`config.mk`:
```
export PLATFORM = sky130hd
export DESIGN_NAME = farm_div
export DESIGN_NICKNAME = d
export VERILOG_FILES = /design/src/design/fuzzy_art_rectangle_map_defines.svh /design/src/design/farm_pkg.sv /design/src/design/farm_div.sv
export SDC_FILE = /design/constraint.sdc
export NUM_CORES = 1
export LEC_CHECK = 0
export ABC_CLOCK_PERIOD_IN_PS = 6800
export BUFFER_PORTS_ARGS = -buffer_cell sky130_fd_sc_hd__buf_2
export CAP_MARGIN = 20
export CORE_AREA = 2 2 107 119
export CTS_CLUSTER_DIAMETER = 60
export CTS_CLUSTER_SIZE = 25
export DETAILED_ROUTE_END_ITERATION = 10
export DIE_AREA = 0 0 109 121
export GPL_TIMING_DRIVEN = 1
export HOLD_SLACK_MARGIN = 0.05
export PLACE_DENSITY_LB_ADDON = 0.05
export SYNTH_ARGS = -nofsm -noshare
export SYNTH_HDL_FRONTEND = slang
export SYNTH_SLANG_ARGS = --single-unit
export TNS_END_PERCENT = 30
```
`constraint.sdc`:
```
create_clock -name clk_i -period 6.8 [get_ports clk_i]
set_input_delay 0.68 -clock clk_i [delete_from_list [all_inputs] [get_ports clk_i]]
set_output_delay 0.68 -clock clk_i [all_outputs]
set_load 0.01 [all_outputs]
```
`src/design/fuzzy_art_rectangle_map_defines.svh`:
```
// Assertion macros for the fuzzy ART rectangle map.
`ifndef FUZZY_ART_RECTANGLE_MAP_DEFINES_SVH
`define FUZZY_ART_RECTANGLE_MAP_DEFINES_SVH
`ifndef SYNTHESIS
`define FARM_ASSERT(lbl, prop, msg) \
  lbl: assert property (@(posedge clk_i) disable iff (!rst_ni) (prop)) else $error(msg);
`define FARM_ASSERT_NEXT(lbl, pre, post, msg) \
  lbl: assert property (@(posedge clk_i) disable iff (!rst_ni) (pre) |=> (post)) \
    else $error(msg);
`else
`define FARM_ASSERT(lbl, prop, msg)
`define FARM_ASSERT_NEXT(lbl, pre, post, msg)
`endif
`endif

```
`src/design/farm_pkg.sv`:
```
// Shared types and constants of the fuzzy ART rectangle map.
package farm_pkg;
  localparam int NODE_MAX = 64;
  localparam int IDX_W = $clog2(NODE_MAX);
  localparam int CNT_W = IDX_W + 1;
  localparam logic [15:0] ONE_Q15 = 16'h8000;
  localparam logic [1:0] CFG_WIDTH  = 2'd0;
  localparam logic [1:0] CFG_HEIGHT = 2'd1;
  localparam logic [1:0] CFG_RATE   = 2'd2;
  localparam logic [1:0] CFG_VIG    = 2'd3;
  localparam logic MODE_ADD = 1'b0;

  typedef struct packed {
    logic        start;
    logic [15:0] num;
    logic [15:0] den;
  } div_req_t;

  typedef struct packed {
    logic        done;
    logic [15:0] quo;
  } div_rsp_t;

  typedef enum logic [11:0] {
    S_IDLE = 12'h001,
    S_DIV  = 12'h002,
    S_ARD  = 12'h004,
    S_ASUM = 12'h008,
    S_AMA  = 12'h010,
    S_AMB  = 12'h020,
    S_URD  = 12'h040,
    S_UPD  = 12'h080,
    S_WR   = 12'h100,
    S_CRD  = 12'h200,
    S_CTST = 12'h400,
    S_CMV  = 12'h800
  } state_e;
endpackage

```
`src/design/farm_div.sv`:
```
// Bit-serial normalizer: min(32768, floor(num * 32768 / den)), den of 0 taken as 1.
module farm_div import farm_pkg::*; (
  input  logic     clk_i,
  input  logic     rst_ni,
  input  div_req_t req_i,
  output div_rsp_t rsp_o
);
  logic [4:0]  cnt_q;
  logic        run_q, done_q;
  logic [15:0] rem_q, den_q;
  logic [30:0] quo_q, num_q;
  logic [16:0] part;
  logic        ge;

  assign part = {rem_q, num_q[30]};
  assign ge = part >= {1'b0, den_q};

  always_ff @(posedge clk_i or negedge rst_ni) begin
    if (!rst_ni) begin
      cnt_q  <= '0;
      run_q  <= 1'b0;
      done_q <= 1'b0;
      rem_q  <= '0;
      den_q  <= '0;
      quo_q  <= '0;
      num_q  <= '0;
    end else begin
      done_q <= 1'b0;
      if (req_i.start) begin
        num_q <= {req_i.num, 15'd0};
        den_q <= (req_i.den == 16'd0) ? 16'd1 : req_i.den;
        rem_q <= '0;
        quo_q <= '0;
        cnt_q <= 5'd31;
        run_q <= 1'b1;
      end else if (run_q) begin
        rem_q <= ge ? 16'(part - {1'b0, den_q}) : part[15:0];
        quo_q <= {quo_q[29:0], ge};
        num_q <= {num_q[29:0], 1'b0};
        cnt_q <= cnt_q - 5'd1;
        if (cnt_q == 5'd1) begin
          run_q  <= 1'b0;
          done_q <= 1'b1;
        end
      end
    end
  end

  assign rsp_o.done = done_q;
  assign rsp_o.quo = (quo_q > 31'(ONE_Q15)) ? ONE_Q15 : quo_q[15:0];
endmodule
```
# Word-level counts from Yosys, hierarchy flattened
# Cells that the tools add are included.
[totals]
ff_bits = 101
input_bits = 35
[op_classes]
reduce_logical = 2
n_addsub = 2
n_eq_ne = 1
muxes = 17
order_cmp = 2
[ops]
columns = ["operator", "count"]
rows = [
  ["two-way mux 31 bit", 4],
  ["two-way mux 16 bit", 5],
  ["> comparator 31 x 16 -> 1 bit, second input constant", 1],
  [">= comparator 17 x 16 -> 1 bit", 1],
  ["zero test 16 bit", 1],
  ["subtractor 16 bit", 1],
  ["two-way mux 5 bit", 2],
  ["two-way mux 1 bit", 6],
  ["== test 5 x 1 -> 1 bit, second input constant", 1],
  ["subtractor 5 x 1 -> 5 bit, second input constant", 1],
  ["nonzero test 2 bit", 1],
]

# Depth between registers and ports, before layout
[depth]
word_depth = 4
ltp_mapped = 10

# Worst setup path before layout
# No wires, ideal clock.
[synth_timing]
path_kind = "flip-flop to flip-flop"
from = "reg rem_q[3]"
to = "reg rem_q[14]"
synth_period_minus_slack_ns = 2.390
path_slack_ns = 4.410
arrival_time_ns = 2.295
stages_incl_launch_ff = 10
cell_sequence = "dfrtp_1 -> ha_1 -> nand2_1 -> a211oi_2 -> nor2b_1 -> or4_1 -> o211a_1 -> buf_6 -> a311o_1 -> a311oi_2"
[synth_via]
elab_chain_cells = 4
elab_cells_between_ends = 5
cone_classes = "add/sub (1); order compare (1); mux (3)"
[synth_rtl]
columns = ["element", "line_no", "rtl"]
rows = [
  ["start: declaration", "farm_div.sv:10", "logic [15:0] rem_q, den_q;"],
  ["start signal: assignment", "farm_div.sv:37", "rem_q <= ge ? 16'(part - {1'b0, den_q}) : part[15:0];"],
  ["subtractor 16 bit or >= comparator 17 x 16 -> 1 bit (tied branches)", "farm_div.sv:37, farm_div.sv:16", ""],
  ["two-way mux 16 bit (*)", "farm_div.sv:37", ""],
  ["two-way mux 16 bit (*)", "farm_div.sv:36", "end else if (run_q) begin"],
  ["two-way mux 16 bit (*)", "farm_div.sv:29", "if (req_i.start) begin"],
]
# Every way passes the cells marked *; elsewhere a longest branch is shown, timed or not. The select of a mux whose other input is x is not followed.
# A chain may end at the register's enable or synchronous reset.

==> results.cfg <==
[status]
status = complete, no violations

[detailed_routing]
routed_via_density = 5.13
drtIter0Drc = 222
top_layer_used = met4
drt-total-wl_um = 10100
firstDrtPassIters = 5
routedWlPerCell_um = 14.8
dr_wl_met3_um = 312
ant_nets = 0
drt-met1-wl_um = 5310
drc_errors = 0
routed-wl-met2_um = 4330
dr_total_vias = 3501

[finish]
area_delta_synth_final_pct = 14.8
nNetsFinal = 577
n_antenna_cell = 0
mostFrequentLayoutCell = dfrtp_1
drive_above_1_share = 0.150
fill_cells = 1187
final_cell_mix = dfrtp_1 (85), nor2_1 (55), mux2i_1 (55), nand2_1 (53), buf_2 (49)

[sta]
grt_setup_unrepaired = false
period_share = 0.456
slew_headroom = 0.395
hold_viol = 0
tightest_slew_ns = 0.907
finalMaxSlewViolations = 0
setup_violations = 0
fin_hold_ws_ns = 0.264
fmax_mhz = 323
fin_setup_tns_ns = 0
fin_skew_ns = 0.00809
period_needed_ns = 3.10

[setup_path]
crit_fanout = 15
cp-end-kind = output pin
arrival_ns = 2.42
worstRegToRegCells = 8
critPathKind = flip-flop to output pin
start_kind = flip-flop
required_ns = 6.12

[clocking]
cts_hold_buf = 0
clock_latency_ns = 0.34
cts_resized = 0
post_cts_buffers = 0
cts_buffer_depth = 2
root_buffer = clkbuf_16
htreeDepth = 3
cts.sinks = 86
clk_pin_slew_ns = 0.06
cts_tree = done
cts_buffers = 9

[global_routing]
grt_pass1_vias = 3487
grt_pass1_wl_um = 17200
antenna_found_initial = 0
grt_use_total = 0.164
grt_max_degree = 112
grt_overflow_total = 0

[logic_synthesis]
async_reset_ff_frac = 1.00
synthFlopType = dfrtp_1
syn-num-nets = 538
yosysTopAreaCell = dfrtp_1
synth_seq_cells = 86
synth-edff-count = 0
synthCells = 484
synth_area_leaders = dfrtp_1 (46%), mux2i_1 (12%), ha_1 (4.8%)
synth.top_cell.area_share = 0.461
syn_area_sq_um = 4670
ys_types = 48
avgSynthCellArea_sq_um = 9.65
yosysSeqAreaShare = 0.461
yosysWarnings = 0

[run]
maxCapViolCount = 0

[die]
num_rows = 42
ioPinCount = 52
die_h_um = 121
die_w_um = 109
die_area_sq_um = 13200
start_util = 0.392
core_sq_um = 11900

[pwr]
p_per_area_nw_per_um2 = 277
cellLeakagePower_nw = 2.83
total_power_mw = 1.48
vdd_drop_max_v = 0.000135

[placed_design]
hpwl_um = 6690
io_buffers = 51
gp_congestion = 0.773

[hold_path]
hp-class = primary input to async pin
worst max-delay path: stages (launching register included):
cell and delay (ns):
dfrtp_1 0.41, nor4_1 0.39, nand4_1 0.15, a21oi_1 0.75, and2_1 0.25, buf_2 0.13
per-layer routing:
layer | vias up | global-route usage
met5 | - | 0
met4 | 0 | 0.0553
met3 | 9 | 0.0220
met2 | 52 | 0.244
met1 | 1676 | 0.246
li1 | 1764 | -
cell type report:
cell class | count | area (sq um) | area share
Sequential cell | 86 | 2160 | 0.402
Clock inverter | 6 | 72.6 | 0.0135
Clock buffer | 10 | 229 | 0.0427
Tap cell | 154 | 193 | 0.0359
Timing Repair Buffer | 55 | 310 | 0.0579
Multi-Input combinational cell | 348 | 2320 | 0.432
Inverter | 23 | 86.3 | 0.0161
per-stage QoR:
stage | cell area [sq um] | setup slack (ns) | util | cells
2_1_floorplan | 4670 | 4.41 | - | 484
3_3_place_gp | 5030 | 4.00 | 0.422 | 665
3_5_place_dp | 5030 | 3.95 | 0.422 | 665
4_1_cts | 5340 | 3.65 | 0.447 | 681
5_1_grt | 5360 | 3.46 | 0.450 | 682
6_report | 5360 | 3.70 | 0.450 | 682
cells by family after synthesis:
| kind of cell | synth area share |
|---|---|
| fa+ha+maj | 0.0525 |
| xor+xnor | 0.0281 |
| flops | 0.461 |
| mux | 0.124 |
| compound gates | 0.131 |
| buf+inv | 0.0436 |
| simple gates | 0.159 |
registers in the layout, indices dropped and copies added, names as in the netlist:
register	count
den_q	16
quo_q	31
num_q	16
rem_q	16
done_q	1
run_q	1
cnt_q	5
synth_stat cells, types with 2 or more instances:
cell and instances:
dfrtp_1 86, ha_1 18, and3_1 2, xor2_1 4, a41oi_1 3, nor3b_1 3
o21bai_1 2, nand4_1 4, a31oi_1 2, nor4_1 11, nand3_1 2, o21ai_0 42
o31ai_1 3, and2_1 16, nor3_1 7, mux2_4 2, nor2_1 55, buf_4 2
buf_1 6, a21o_1 2, nor2b_1 3, xnor2_1 11, inv_1 22, clkbuf_1 17
a211oi_1 14, a21oi_1 10, o21a_1 3, mux2i_1 55, a311oi_1 2, nand2b_1 3
nand2_1 53, a211oi_2 3
final timing paths:
| path | from | end | slack, ns |
|---|---|---|---|
| worst min-delay path | rst_ni | den_q[10] | 0.26 |
| max in group asynchronous | rst_ni | run_q | 5.40 |
| worst min register to register | cnt_q[4] | cnt_q[4] | 0.53 |
| worst max-delay path | quo_q[11] | rsp_o[13] | 3.70 |
| min in group clk_i | cnt_q[4] | cnt_q[4] | 0.53 |
| worst max register to register | rem_q[5] | rem_q[8] | 3.93 |
power breakdown:
part	internal (mW)	switching (mW)	leakage, nW
Sequential	0.555	0.0303	1.11
Combinational	0.176	0.221	1.57
Clock	0.288	0.213	0.143
Total	1.02	0.464	2.83
Note: power is estimated with default switching activity, not from simulation.
